File: src/rtl/core/sdft_pkg.sv
// shared types and constants of the single-bin sliding dft
package sdft_pkg;

	// fixed field widths
	localparam int SAMPLE_W = 16;
	localparam int TW_W = 16;
	localparam int SUM_W = 32;
	localparam int MAG_W = 33;
	localparam int MAX_CHANNELS = 4;

	// build defaults
	localparam int DEF_WINDOW_LENGTH = 64;
	localparam int DEF_BIN_INDEX = 8;
	localparam int DEF_NUM_CHANNELS = 4;
	localparam int DEF_SAMPLE_BITS = 16;

	// command codes
	localparam logic CMD_SAMPLE = 1'b0;
	localparam logic CMD_PURGE = 1'b1;

	// input transaction
	typedef struct packed {
		logic command;
		logic signed [SAMPLE_W-1:0] sample_0;
		logic signed [SAMPLE_W-1:0] sample_1;
		logic signed [SAMPLE_W-1:0] sample_2;
		logic signed [SAMPLE_W-1:0] sample_3;
	} sample_t;

	// output transaction
	typedef struct packed {
		logic signed [SUM_W-1:0] real_0;
		logic signed [SUM_W-1:0] real_1;
		logic signed [SUM_W-1:0] real_2;
		logic signed [SUM_W-1:0] real_3;
		logic signed [SUM_W-1:0] imag_0;
		logic signed [SUM_W-1:0] imag_1;
		logic signed [SUM_W-1:0] imag_2;
		logic signed [SUM_W-1:0] imag_3;
		logic [MAG_W-1:0] magnitude_0;
		logic [MAG_W-1:0] magnitude_1;
		logic [MAG_W-1:0] magnitude_2;
		logic [MAG_W-1:0] magnitude_3;
	} result_t;

	// per-cycle control handed from the sequencer to every lane
	typedef struct packed {
		logic load;    // sample transaction accepted: write ring, load stage 1
		logic update;  // stage 1 moves into the running sums
		logic clear;   // stage 1 holds a purge
		logic filled;  // ring slot of stage 1 was written since the last purge
	} lane_ctrl_t;

endpackage

File: src/rtl/core/sdft_twiddle.sv
// constant twiddle rom indexed by ring position, built at elaboration
module sdft_twiddle import sdft_pkg::*; #(
	parameter int WINDOW_LENGTH = DEF_WINDOW_LENGTH,
	parameter int BIN_INDEX = DEF_BIN_INDEX,
	localparam int PosW = $clog2(WINDOW_LENGTH)
) (
	input  logic [PosW-1:0] pos,
	output logic signed [TW_W-1:0] tw_re,
	output logic signed [TW_W-1:0] tw_im
);

	localparam logic [63:0] WinLen = 64'(WINDOW_LENGTH);
	localparam logic [63:0] BinIdx = 64'(BIN_INDEX);
	localparam logic [63:0] HalfPiQ62 = 64'h6487ED5110B4611A;
	localparam logic [63:0] OneQ62 = 64'h4000000000000000;
	localparam logic [63:0] CosDiv [14] = '{64'd2, 64'd12, 64'd30, 64'd56, 64'd90, 64'd132,
		64'd182, 64'd240, 64'd306, 64'd380, 64'd462, 64'd552, 64'd650, 64'd756};
	localparam logic [63:0] SinDiv [14] = '{64'd6, 64'd20, 64'd42, 64'd72, 64'd110, 64'd156,
		64'd210, 64'd272, 64'd342, 64'd420, 64'd506, 64'd600, 64'd702, 64'd812};

	// q62 product, bits 125..62 of the full product
	function automatic logic [63:0] q62_mul(input logic [63:0] a, input logic [63:0] b);
		logic [127:0] p;
		p = {64'd0, a} * {64'd0, b};
		return p[125:62];
	endfunction

	// truncate 32767 * v toward zero, v in q62 within [0,1]
	function automatic int q62_to_q15(input logic [63:0] v);
		logic [63:0] h;
		logic [63:0] l;
		logic [63:0] r;
		h = v >> 31;
		l = v & 64'h7FFFFFFF;
		r = (h * 64'd32767 + ((l * 64'd32767) >> 31)) >> 31;
		return (r > 64'd32767) ? 32767 : int'(r[15:0]);
	endfunction

	// {re, im} twiddle word for ring position n
	function automatic logic [2*TW_W-1:0] twiddle_word(input int n);
		logic [63:0] m;
		logic [63:0] q;
		logic [63:0] r;
		logic [63:0] theta;
		logic [63:0] t2;
		logic [63:0] tc;
		logic [63:0] ts;
		logic [63:0] sc;
		logic [63:0] ss;
		int cq;
		int sq;
		int cv;
		int sv;
		m = (64'(n) * BinIdx) % WinLen;
		q = (64'd4 * m) / WinLen;
		r = (64'd4 * m) % WinLen;
		if (r == 64'd0) begin
			cq = 32767;
			sq = 0;
		end else begin
			theta = (HalfPiQ62 / WinLen) * r + ((HalfPiQ62 % WinLen) * r) / WinLen;
			t2 = q62_mul(theta, theta);
			tc = OneQ62;
			ts = theta;
			sc = OneQ62;
			ss = theta;
			// taylor series, alternating terms
			for (int i = 0; i < 14; i++) begin
				tc = q62_mul(tc, t2) / CosDiv[i];
				ts = q62_mul(ts, t2) / SinDiv[i];
				if (i[0] == 1'b0) begin
					sc = sc - tc;
					ss = ss - ts;
				end else begin
					sc = sc + tc;
					ss = ss + ts;
				end
			end
			cq = q62_to_q15(sc);
			sq = q62_to_q15(ss);
		end
		// quadrant folding
		case (q[1:0])
			2'd0: begin
				cv = cq;
				sv = sq;
			end
			2'd1: begin
				cv = -sq;
				sv = cq;
			end
			2'd2: begin
				cv = -cq;
				sv = -sq;
			end
			default: begin
				cv = sq;
				sv = -cq;
			end
		endcase
		return {TW_W'(cv), TW_W'(0 - sv)};
	endfunction

	logic [2*TW_W-1:0] rom [WINDOW_LENGTH];

	// one constant entry per ring position
	for (genvar n = 0; n < WINDOW_LENGTH; n++) begin : g_rom
		localparam logic [2*TW_W-1:0] Entry = twiddle_word(n);
		assign rom[n] = Entry;
	end

	assign {tw_re, tw_im} = rom[pos];

endmodule

File: config.mk
export PLATFORM = sky130hd
export DESIGN_NAME = sdft_twiddle
export DESIGN_NICKNAME = d
export VERILOG_FILES = /design/src/rtl/core/sdft_pkg.sv /design/src/rtl/core/sdft_twiddle.sv
export SDC_FILE = /design/constraint.sdc
export NUM_CORES = 1
export LEC_CHECK = 0
export ABC_AREA = 1
export BUFFER_PORTS_ARGS = -buffer_cell sky130_fd_sc_hd__clkbuf_2
export CAP_MARGIN = 20
export CORE_AREA = 10 10 47 49
export DETAILED_ROUTE_END_ITERATION = 12
export DIE_AREA = 0 0 57 59
export PLACE_DENSITY = 0.59
export RECOVER_POWER = 50
export SETUP_SLACK_MARGIN = 0.3
export SYNTH_ARGS = -nofsm -noshare
export SYNTH_HDL_FRONTEND = slang
export SYNTH_SLANG_ARGS = --single-unit
export TNS_END_PERCENT = 10
File: constraint.sdc
create_clock -name vclk -period 2.15
set_clock_uncertainty 0.2 [all_clocks]
set_input_delay 0.1075 -clock vclk [all_inputs]
set_output_delay 0.1075 -clock vclk [all_outputs]
set_load 0.03 [all_outputs]
==> flow_summary.json <==
{
  "core_um2": 1400,
  "drc": 0,
  "io_pins": 38,
  "syn_area_um2": 297,
  "ys_seq_area_frac": 0,
  "post_cts_buffers": 0,
  "critical_path_required_ns": 1.84,
  "seq_cell_count": 0,
  "avgSynthCellArea_um2": 6.59,
  "synth_top_cell_by_area": "buf_4",
  "grt.met3_usage": 0.0279,
  "irDropWorstVdd_mv": 0.150,
  "ctsHoldBuffers": 0,
  "wirelength_um": 822,
  "start_kind": "primary input",
  "hpwl_um": 762,
  "syn_inst": 45,
  "yosysWarnings": 0,
  "arrival_ns": 1.28,
  "cp-end-kind": "primary output",
  "hold_viol": 0,
  "yosys-top-cells-area": "buf_4 (61%), ha_1 (17%), nand2_1 (10%), inv_1 (5.1%), o21ai_0 (3.4%)",
  "crit_type": "primary input to primary output",
  "slew_violations": 0,
  "period_minus_slack_ns": 1.59,
  "tns_ns": 0,
  "grt.met2_usage": 0.0682,
  "firstDrtPassIters": 2,
  "status": "completed",
  "io_buffers": 35,
  "globalRouteMet1Util": 0.0428,
  "yosys-top-cells-count": "buf_4 (24), nand2_1 (8), ha_1 (4), inv_1 (4)",
  "cap_violations": 0,
  "drive_gt1_frac": 0.357,
  "wl_per_cell_um": 11.4,
  "grtUsageTotal": 0.0402,
  "grt_pass1_wl_um": 1190,
  "die_x_um": 57,
  "power.density_nw_per_um2": 568,
  "synth_top_area_frac": 0.608,
  "rsz0062_at_grt": "false",
  "power_leakage_nw": 0.178,
  "final_nets": 68,
  "design_area_um2": 292,
  "postRouteAntennaNets": 0,
  "grt_pass1_vias": 262,
  "initial_utilization": 0.212,
  "first_iter_violations": 1,
  "fmax_mhz": 630,
  "dieArea_um2": 3360,
  "cts_resized": 0,
  "slew_headroom": 0.679,
  "diodes": 0,
  "pre_cts_ws_ns": 0.534,
  "cp_max_fo": 9,
  "vias": 253,
  "min_path_type": "primary input to primary output",
  "via_per_inst": 3.51,
  "syn_nets": 55,
  "synth_cell_types": 7,
  "grt_max_degree": 10,
  "busiest_layer": "met2",
  "synth.most_common_cell": "buf_4",
  "clkbuf_count": 0,
  "finalSetupViolations": 0,
  "worst_pin_slew_ns": 0.478,
  "antenna_found_initial": 0,
  "grt-ovfl-total": 0,
  "fin_ws_ns": 0.562,
  "whs_ns": 0.448,
  "syn_to_final_growth_pct": -1.69,
  "num_rows": 14,
  "post-route-period-util": 0.739,
  "seqCellArea_um2": 0,
  "die_h_um": 59,
  "dpl_cell_area_um2": 312,
  "gp_congestion": 0.711
}
==> logic make-up after synthesis <==
kind of cell	synth area share
adders and majority gates	0.169
and+or+nand+nor	0.127
AOI/OAI and AO/OA	0.0338
buffers and inverters	0.671
==> layer usage <==
metal,vias to the layer above,share of wire
met4,0,0
met3,0,0.17
met1,100,0.39
met2,21,0.44
li1,132,-
met5,-,0
==> final timing paths <==
kind	from	end	cells after the start
worst max-delay path	pos[0]	tw_re[4]	5
worst min-delay path	pos[2]	tw_im[15]	3
==> where the power goes <==
part           internal [mW]  switching, mW  total, mW
Combinational         0.0315          0.134      0.166
Sequential                 0              0          0
Clock                      0              0          0
==> metrics by stage <==
| step | instances | power, mW | util |
|---|---|---|---|
| floorplan | 45 | 0.169 | - |
| global placement | 72 | 0.173 | 0.222 |
| detailed placement | 72 | 0.174 | 0.222 |
| CTS | 72 | 0.175 | 0.222 |
| global route | 72 | 0.177 | 0.208 |
| finish | 72 | 0.166 | 0.208 |
==> cells in the final DEF, fill, tap and decap left out, drive strengths merged <==
cell    count
clkbuf     35
o21ai       2
nor2        2
nand2       8
ha          4
inv         5
==> critical path: stages <==
cell	delay (ns)
clkbuf_2	0.12
inv_1	0.07
ha_1	0.29
o21ai_1	0.40
clkbuf_2	0.30
==> cell type report <==
cell class / count / area (µm²)
fillers: 187 / 1110
well taps: 16 / 20.0
repair buffers: 35 / 155
inverters: 5 / 18.8
multi-input cells: 16 / 97.6
Power figures use the tool's default switching activity.
