===== src/rtl/core/sdft_pkg.sv =====
// shared types and constants of the single-bin sliding dft
package sdft_pkg;

	// fixed field widths
	localparam int SAMPLE_W = 16;
	localparam int TW_W = 16;
	localparam int SUM_W = 32;
	localparam int MAG_W = 33;
	localparam int MAX_CHANNELS = 4;

	// build defaults
	localparam int DEF_WINDOW_LENGTH = 64;
	localparam int DEF_BIN_INDEX = 8;
	localparam int DEF_NUM_CHANNELS = 4;
	localparam int DEF_SAMPLE_BITS = 16;

	// command codes
	localparam logic CMD_SAMPLE = 1'b0;
	localparam logic CMD_PURGE = 1'b1;

	// input transaction
	typedef struct packed {
		logic command;
		logic signed [SAMPLE_W-1:0] sample_0;
		logic signed [SAMPLE_W-1:0] sample_1;
		logic signed [SAMPLE_W-1:0] sample_2;
		logic signed [SAMPLE_W-1:0] sample_3;
	} sample_t;

	// output transaction
	typedef struct packed {
		logic signed [SUM_W-1:0] real_0;
		logic signed [SUM_W-1:0] real_1;
		logic signed [SUM_W-1:0] real_2;
		logic signed [SUM_W-1:0] real_3;
		logic signed [SUM_W-1:0] imag_0;
		logic signed [SUM_W-1:0] imag_1;
		logic signed [SUM_W-1:0] imag_2;
		logic signed [SUM_W-1:0] imag_3;
		logic [MAG_W-1:0] magnitude_0;
		logic [MAG_W-1:0] magnitude_1;
		logic [MAG_W-1:0] magnitude_2;
		logic [MAG_W-1:0] magnitude_3;
	} result_t;

	// per-cycle control handed from the sequencer to every lane
	typedef struct packed {
		logic load;    // sample transaction accepted: write ring, load stage 1
		logic update;  // stage 1 moves into the running sums
		logic clear;   // stage 1 holds a purge
		logic filled;  // ring slot of stage 1 was written since the last purge
	} lane_ctrl_t;

endpackage


===== src/rtl/core/sdft_merge.sv =====
// merging stage: l1 magnitudes of all lanes into the output register
module sdft_merge import sdft_pkg::*; (
	input  logic clk,
	input  logic load,
	input  logic signed [SUM_W-1:0] real_sum [MAX_CHANNELS],
	input  logic signed [SUM_W-1:0] imag_sum [MAX_CHANNELS],
	output result_t result
);

	logic [MAG_W-1:0] mag [MAX_CHANNELS];
	result_t result_d;

	// absolute value, one bit wider so that the most negative value fits
	function automatic logic [MAG_W-1:0] abs_ext(input logic [SUM_W-1:0] v);
		logic [MAG_W-1:0] ext;
		ext = {v[SUM_W-1], v};
		return ext[MAG_W-1] ? (~ext + 1'b1) : ext;
	endfunction

	// per-lane magnitude
	for (genvar c = 0; c < MAX_CHANNELS; c++) begin : g_mag
		assign mag[c] = abs_ext(real_sum[c]) + abs_ext(imag_sum[c]);
	end

	// gather lanes into one transaction
	always_comb begin
		result_d.real_0 = real_sum[0];
		result_d.real_1 = real_sum[1];
		result_d.real_2 = real_sum[2];
		result_d.real_3 = real_sum[3];
		result_d.imag_0 = imag_sum[0];
		result_d.imag_1 = imag_sum[1];
		result_d.imag_2 = imag_sum[2];
		result_d.imag_3 = imag_sum[3];
		result_d.magnitude_0 = mag[0];
		result_d.magnitude_1 = mag[1];
		result_d.magnitude_2 = mag[2];
		result_d.magnitude_3 = mag[3];
	end

	// output register
	always_ff @(posedge clk) begin
		if (load) begin
			result <= result_d;
		end
	end

endmodule


===== config.mk =====
export PLATFORM = sky130hd
export DESIGN_NAME = sdft_merge
export DESIGN_NICKNAME = d
export VERILOG_FILES = /design/src/rtl/core/sdft_pkg.sv /design/src/rtl/core/sdft_merge.sv
export SDC_FILE = /design/constraint.sdc
export NUM_CORES = 1
export LEC_CHECK = 0
export ABC_AREA = 0
export CORE_AREA = 2 2 251 253
export CTS_BUF_LIST = sky130_fd_sc_hd__clkbuf_16
export DETAILED_ROUTE_END_ITERATION = 10
export DIE_AREA = 0 0 253 255
export DONT_BUFFER_PORTS = 1
export GPL_TIMING_DRIVEN = 0
export PLACE_DENSITY_LB_ADDON = 0.3
export SLEW_MARGIN = 10
export SYNTH_ARGS = -nofsm -noshare
export SYNTH_HDL_FRONTEND = slang
export SYNTH_SLANG_ARGS = --single-unit

===== constraint.sdc =====
create_clock -name clk -period 5.73 [get_ports clk]
set_clock_uncertainty 0.2 [all_clocks]
set_input_delay 0 -clock clk [delete_from_list [all_inputs] [get_ports clk]]
set_output_delay 0 -clock clk [all_outputs]
set_load 0.03 [all_outputs]

==> impl_metrics.py, run 1 <==
metrics = {
    "logic_synthesis": {
        "yosys.area_share.adder_pct": 7.66,
        "synth_area_per_cell_sq_um": 11.2,
        "async_reset_ff_share_pct": 0,
        "yosys.area.top_type_share_pct": 50.1,
        "xor_xnor_cell_area_share_of_the_yosys_netlist_pct": 12.8,
        "synth_warnings": 0,
        "synth_ff_type": "sky130_fd_sc_hd__edfxtp_1",
        "post_synth_and_or_nand_nor_area_fraction_pct": 11.4,
        "synthTopCellsByArea": "sky130_fd_sc_hd__edfxtp_1 50%, sky130_fd_sc_hd__xnor2_1 10%, sky130_fd_sc_hd__ha_1 7.3%",
        "syn_nets": 2475,
        "synthesized_instance_count": 2077,
        "synth.area.mux_share_pct": 0.0861,
        "synth_compound_gate_area_share_pct": 16.0,
        "main_combinational_cell_family_by_area_after_synthesis": "compound AO/OA/AOI/OAI gates",
        "post-synth-top-area-cell": "sky130_fd_sc_hd__edfxtp_1",
        "synth.cell_area_sq_um": 23200,
        "ys_seq_area_share_pct": 50.1,
        "synth.distinct_cells": 62,
        "synth_edf_count": 388,
        "postSynthRegisterBits": 388,
    },
    "grt": {
        "grt_antenna_before_repair": 5,
        "grt_pass1_wl_mm": 129,
        "total_overflow_reported_by_the_global_router": 0,
        "grt_pass1_vias": 19890,
        "grt_use_total_pct": 26.8,
        "grt_max_degree": 389,
    },
    "clock_network": {
        "cts.htree.levels": 2,
        "cts_buffers": 43,
        "cts_tree": "yes",
        "clockBufferDepth": 3,
        "clk_transition_reported_paths_ns": 0.06,
        "clock_sinks": 388,
        "cts_root_buf": "sky130_fd_sc_hd__clkbuf_16",
        "post-cts-setup-buffers": 0,
        "ctsHoldBuffers": 427,
    },
    "timing": {
        "timing_worst_slew_pin_value_ns": 1.41,
        "report.final.hold_viol_count": 214,
        "setup_viol_count_final": 0,
        "setup_slack_ns": 0.373,
        "final.min_clock_period_ns": 5.36,
        "worst_hold_slack_ns": -0.620,
        "final.setup.tns_ns": 0,
        "final_max_slew_violation_count": 0,
        "grt_setup_unrepaired": "no",
        "min_period_over_period_pct": 93.5,
        "timing.slew.headroom_pct": 5.77,
        "max_clock_freq_mhz": 187,
    },
    "setup_path": {
        "crit_path_max_fanout": 6,
        "timing_worst_setup_path_type": "in -> reg",
        "worstPathCellList": "dlygate4sd3_1 > dlygate4sd3_1 > inv_1 > ha_1 > nand2b_1 > or4_1 > or3_1 > o41ai_1 > nand2_1 > xor2_1 > ha_1 > a21oi_1 > o21ai_0 > a21oi_1 > nor2_1 > a211o_1 > a21o_1 > a2111o_1 > o2111ai_1",
        "cp_slowest_stage_delay_ns": 0.70,
        "timing_startpoint_of_the_critical_path": "real_sum[97]",
        "critPathSlowestCell": "sky130_fd_sc_hd__o41ai_1",
        "timing.critical_path.arrival_ns": 5.54,
        "worst_ep_required_time_ns": 5.92,
        "worst_setup_path_end_kind": "register",
        "type_of_element_launching_the_critical_path": "input pin",
    },
    "place": {
        "hpwlAfterDp_mm": 57.5,
        "detailedPlace.worstSlack_ns": 0.910,
        "portBuffers": 0,
        "gpl.final_weighted_congestion": 0.923,
        "dpl_cell_area_sq_um": 24200,
    },
    "min_path": {
        "hp-class": "in -> reg",
        "hold_path_startpoint": "load",
        "holdPathEnd": "result[66]$_DFFE_PP_",
        "min_delay_path_depth": 0,
    },
    "final_layout": {
        "finalNetCount": 2947,
        "largest_reg_flops": 388,
        "biggestRegsByFlops": "result: 388 flops",
        "post-route-util_pct": 48.0,
        "largest_register": "result",
        "drive_above_1_share_pct": 3.45,
        "finish.instance_area_sq_um": 29900,
        "syn_to_final_growth_pct": 28.5,
    },
    "die": {
        "die_height_um": 255,
        "rows": 92,
        "die_footprint_sq_um": 64500,
        "boundaryPins": 646,
        "fp.dieW_um": 253,
        "start_util_pct": 37.4,
        "design.core.area_sq_um": 62200,
    },
    "outcome": {
        "run_status": "finished with violations",
        "violations": "negative hold slack",
    },
    "route": {
        "postRouteAntennaNets": 0,
        "wl_per_cell_um": 26.7,
        "drc_errors": 0,
        "route.detailed.vias_per_inst": 5.90,
        "firstDrtPassIters": 6,
        "wl_mm": 90.2,
        "dr_total_vias": 19954,
        "drt_iter0_markers": 1775,
    },
    "pwr": {
        "power.density_nw_per_um2": 329,
        "vdd_ir_drop_max_mv": 0.236,
        "p_leak_uw": 0.0109,
    },
    "flow_run": {
        "max_cap_violations": 0,
    },
}
layout make-up:
type | count | area, sq um
antenna | 3 | 7.51
fill | 5451 | 32300
inverter | 67 | 251
clock inverter | 31 | 254
sequential | 388 | 11700
clock buffer | 43 | 1080
multi-input combinational | 1571 | 11200
buffer | 51 | 191
tap | 799 | 1000
timing repair buffer | 427 | 4270
critical path: cells and delay by family:
kind                     cells  cell delay [ns]
adder cells (fa/ha/maj)      2             0.54
XOR/XNOR                     1             0.18
AND/OR/NAND/NOR              5             1.33
buffers and inverters        3             1.21
AO/OA/AOI/OAI                8             2.27
cell usage in the layout (no fill, tap or decap), types with 12 or more instances in the layout:
cell type,instances
sky130_fd_sc_hd__a211oi_1,14
sky130_fd_sc_hd__a21o_1,70
sky130_fd_sc_hd__a21oi_1,117
sky130_fd_sc_hd__a31oi_1,15
sky130_fd_sc_hd__clkbuf_1,49
sky130_fd_sc_hd__clkbuf_16,43
sky130_fd_sc_hd__dlygate4sd3_1,427
sky130_fd_sc_hd__edfxtp_1,388
sky130_fd_sc_hd__ha_1,136
sky130_fd_sc_hd__inv_1,71
sky130_fd_sc_hd__nand2_1,171
sky130_fd_sc_hd__nand2b_1,35
sky130_fd_sc_hd__nand3_1,28
sky130_fd_sc_hd__nand4_1,17
sky130_fd_sc_hd__nor2_1,91
sky130_fd_sc_hd__nor2b_1,18
sky130_fd_sc_hd__nor3_1,29
sky130_fd_sc_hd__nor4_1,13
sky130_fd_sc_hd__o211ai_1,12
sky130_fd_sc_hd__o21a_1,14
sky130_fd_sc_hd__o21ai_0,148
sky130_fd_sc_hd__o21bai_1,15
sky130_fd_sc_hd__o31ai_1,65
sky130_fd_sc_hd__o41ai_1,39
sky130_fd_sc_hd__or3_1,30
sky130_fd_sc_hd__or4_1,33
sky130_fd_sc_hd__xnor2_1,277
sky130_fd_sc_hd__xor2_1,63
synth_stat cells (15+ instances only):
| cell | n |
|---|---|
| sky130_fd_sc_hd__xor2_1 | 63 |
| sky130_fd_sc_hd__o21ai_0 | 149 |
| sky130_fd_sc_hd__a31oi_1 | 15 |
| sky130_fd_sc_hd__or4_1 | 33 |
| sky130_fd_sc_hd__edfxtp_1 | 388 |
| sky130_fd_sc_hd__a21o_1 | 70 |
| sky130_fd_sc_hd__nand2b_1 | 35 |
| sky130_fd_sc_hd__a21oi_1 | 117 |
| sky130_fd_sc_hd__nor2_1 | 91 |
| sky130_fd_sc_hd__nor3_1 | 29 |
| sky130_fd_sc_hd__o21bai_1 | 15 |
| sky130_fd_sc_hd__xnor2_1 | 277 |
| sky130_fd_sc_hd__nand4_1 | 17 |
| sky130_fd_sc_hd__inv_1 | 67 |
| sky130_fd_sc_hd__nand2_1 | 171 |
| sky130_fd_sc_hd__nor2b_1 | 18 |
| sky130_fd_sc_hd__clkbuf_1 | 49 |
| sky130_fd_sc_hd__o41ai_1 | 39 |
| sky130_fd_sc_hd__or3_1 | 30 |
| sky130_fd_sc_hd__nand3_1 | 28 |
| sky130_fd_sc_hd__ha_1 | 136 |
| sky130_fd_sc_hd__o31ai_1 | 65 |
metrics by stage:
stage	instances	hold slack [ns]	total power (uW)
after CTS	3377	-0.645	9800
after detailed placement	2876	-0.101	6780
after floorplan	2077	-0.101	6180
final	3380	-0.620	9830
after global routing	3378	-0.659	10200
after global placement	2876	-0.101	6760
routing by layer:
layer	track usage, %	routed length [um]	vias up
li1	-	-	8810
met1	29.7	31700	9493
met2	45.4	42700	1321
met3	8.54	9710	328
met4	15.5	6120	2
met5	0	8	-
worst max-delay path by stage:
stage	slack [ns]	to	depth (start not counted)
after detailed placement	0.91	result[94]$_DFFE_PP_	13
final	0.37	result[128]$_DFFE_PP_	19
after global routing	0.14	result[128]$_DFFE_PP_	19
after global placement	0.98	result[98]$_DFFE_PP_	13
after CTS	0.34	result[94]$_DFFE_PP_	15
after floorplan	1.44	result[127]$_DFFE_PP_	15
report_power, final:
part	total (uW)	switching, uW	internal [uW]
registers	4780	1070	3700
logic	2360	1340	1020
clock network	2680	1180	1510
logic make-up after synthesis:
group	after synthesis
fa+ha+maj	140
flops	388
xor+xnor	340
mux	2
compound gates	570
buf+inv	118
simple gates	519
timing repair:
item                                   in CTS  in global routing
endpoints found under the hold margin     764                388
setup endpoints to repair                   0                  3
gates resized for setup                     0                  2
Power figures use the tool's default switching activity.
==> run 2: changes to the inputs <==
==> constraint.sdc (replaced) <==
create_clock -name clk -period 5.73 [get_ports clk]
set_clock_uncertainty 0.2 [all_clocks]
set_input_delay 0.2865 -clock clk [delete_from_list [all_inputs] [get_ports clk]]
set_output_delay 0.2865 -clock clk [all_outputs]
set_load 0.03 [all_outputs]
==> impl_metrics.py, run 2 (synthesis gave the netlist of run 1 again) <==
metrics = {
    "timing": {
        "final.setup.tns_ns": 0,
        "worst_hold_slack_ns": -0.324,
        "report.final.hold_viol_count": 149,
        "max_clock_freq_mhz": 214,
        "min_period_over_period_pct": 81.4,
        "timing.slew.headroom_pct": 6.24,
        "final_max_slew_violation_count": 0,
        "grt_setup_unrepaired": "no",
        "setup_viol_count_final": 0,
        "timing_worst_slew_pin_value_ns": 1.41,
        "final.min_clock_period_ns": 4.66,
    },
    "die": {
        "fp.dieW_um": 253,
        "rows": 92,
        "boundaryPins": 646,
        "start_util_pct": 37.4,
        "design.core.area_sq_um": 62200,
        "die_height_um": 255,
        "die_footprint_sq_um": 64500,
    },
    "grt": {
        "grt_pass1_vias": 18146,
        "total_overflow_reported_by_the_global_router": 0,
        "grt_max_degree": 389,
        "grt_antenna_before_repair": 5,
        "grt_pass1_wl_mm": 113,
        "grt_use_total_pct": 23.3,
    },
    "final_layout": {
        "mostFrequentLayoutCell": "sky130_fd_sc_hd__edfxtp_1",
        "multiInputGateArea_sq_um": 11200,
        "num-fill-cells": 5644,
        "biggestRegsByFlops": "result: 388 flops",
        "largest_register": "result",
        "layout.area.seq_sq_um": 11700,
        "finish.instance_area_sq_um": 28100,
        "post-route-util_pct": 45.3,
        "drive_above_1_share_pct": 3.66,
        "syn_to_final_growth_pct": 21.1,
        "final_cell_count_no_fill": 3207,
        "largest_reg_flops": 388,
        "layout_common_cells": "388 x sky130_fd_sc_hd__edfxtp_1, 277 x sky130_fd_sc_hd__xnor2_1, 256 x sky130_fd_sc_hd__dlygate4sd3_1",
        "finalNetCount": 2776,
    },
    "setup_path": {
        "type_of_element_launching_the_critical_path": "input pin",
        "timing.critical_path.arrival_ns": 4.77,
        "crit_path_max_fanout": 7,
        "timing_worst_setup_path_type": "in -> reg",
        "worst_ep_required_time_ns": 5.84,
        "worst_setup_path_end_kind": "register",
    },
    "pwr": {
        "seq_power_share_pct": 49.6,
        "power_frac_comb_pct": 22.6,
        "sw_frac_of_total_pct": 35.8,
        "clock_power_share_pct": 27.9,
        "p_leak_uw": 0.0102,
        "vdd_ir_drop_max_mv": 0.236,
        "power.density_nw_per_um2": 341,
        "p_switching_uw": 3440,
        "p_int_uw": 6160,
    },
    "route": {
        "wl_per_cell_um": 24.7,
        "dr_total_vias": 18584,
        "wl_mm": 79.2,
        "postRouteAntennaNets": 0,
        "route.detailed.vias_per_inst": 5.79,
        "drc_errors": 0,
        "drt_iter0_markers": 1445,
        "firstDrtPassIters": 5,
    },
    "min_path": {
        "min_delay_path_depth": 0,
        "hold_path_startpoint": "load",
        "hp-class": "in -> reg",
        "holdPathEnd": "result[66]$_DFFE_PP_",
    },
    "clock_network": {
        "ctsHoldBuffers": 256,
        "cts_tree": "yes",
        "postCtsResizedCells": 0,
        "clockBufferDepth": 3,
        "post-cts-setup-buffers": 0,
        "cts.htree.levels": 2,
        "cts_root_buf": "sky130_fd_sc_hd__clkbuf_16",
        "cts_buffers": 43,
        "clk_transition_reported_paths_ns": 0.06,
        "clock_sinks": 388,
    },
    "place": {
        "dpl_cell_area_sq_um": 24200,
        "portBuffers": 0,
        "gpl.final_weighted_congestion": 0.923,
        "hpwlAfterDp_mm": 57.5,
        "dp.cells": 2876,
    },
    "flow_run": {
        "max_cap_violations": 0,
    },
    "outcome": {
        "run_status": "finished with violations",
        "violations": "negative hold slack",
    },
}
[run 2: cell count changes in the layout (fill, tap and decap cells not counted)]
cell                            change
sky130_fd_sc_hd__o21ai_0            +1
sky130_fd_sc_hd__diode_2            -2
sky130_fd_sc_hd__dlygate4sd3_1    -171
sky130_fd_sc_hd__o21ai_1            -1
sky130_fd_sc_hd__nor4_1             +1
sky130_fd_sc_hd__nor4_2             -1
[run 2: critical path, cell delays in order]
cell,delay [ns]
sky130_fd_sc_hd__or4_1,0.54
sky130_fd_sc_hd__or3_1,0.34
sky130_fd_sc_hd__nor4_1,0.54
sky130_fd_sc_hd__nand3_1,0.33
sky130_fd_sc_hd__o41ai_1,0.39
sky130_fd_sc_hd__xnor2_1,0.11
sky130_fd_sc_hd__ha_1,0.42
sky130_fd_sc_hd__and3_1,0.24
sky130_fd_sc_hd__nand2_1,0.09
sky130_fd_sc_hd__or3_1,0.37
sky130_fd_sc_hd__o21ai_0,0.66
sky130_fd_sc_hd__a21boi_0,0.25
sky130_fd_sc_hd__xnor2_1,0.19
[run 2: power by group through the flow]
stage / sequential (uW) / combinational [uW] / clock, uW
after global routing: 4790 / 2380 / 2830
after floorplan: 4650 / 1530 / 0
final: 4760 / 2170 / 2670
after CTS: 4760 / 2130 / 2720
after detailed placement: 4810 / 1960 / 0
after global placement: 4820 / 1940 / 0
[run 2: worst max-delay path by stage]
stage	endpoint	cells after the start	from
2_1_floorplan	result[127]$_DFFE_PP_	15	real_sum[104]
3_3_place_gp	result[98]$_DFFE_PP_	13	real_sum[74]
3_5_place_dp	result[94]$_DFFE_PP_	13	real_sum[74]
4_1_cts	result[94]$_DFFE_PP_	13	real_sum[74]
5_1_grt	result[94]$_DFFE_PP_	13	real_sum[74]
6_report	result[94]$_DFFE_PP_	13	real_sum[74]
[run 2: routing by layer]
metal / up-vias / wire (um) / track usage [%]
li1: 8461 / - / -
met1: 9033 / 29300 / 26.5
met2: 946 / 39500 / 41.4
met3: 144 / 7450 / 6.81
met4: 0 / 2950 / 8.54
met5: - / 0 / 0
[run 2: final cells by class]
| type | count | share of cell area, % |
|---|---|---|
| well taps | 799 | 3.55 |
| repair buffers | 256 | 9.11 |
| multi-input cells | 1571 | 39.6 |
| clock buffers | 43 | 3.82 |
| diodes | 1 | 0.00889 |
| clock inverters | 31 | 0.903 |
| inverters | 67 | 0.894 |
| plain buffers | 51 | 0.680 |
| flip-flops and latches | 388 | 41.4 |
[run 2: metrics by stage]
stage          hold slack (ns)  worst slack (ns)  total power [uW]
5_1_grt                 -0.372             0.839             10000
2_1_floorplan            0.185              1.16              6180
4_1_cts                 -0.358              1.25              9620
6_report                -0.324              1.07              9600
3_3_place_gp             0.186             0.692              6760
3_5_place_dp             0.185             0.623              6780
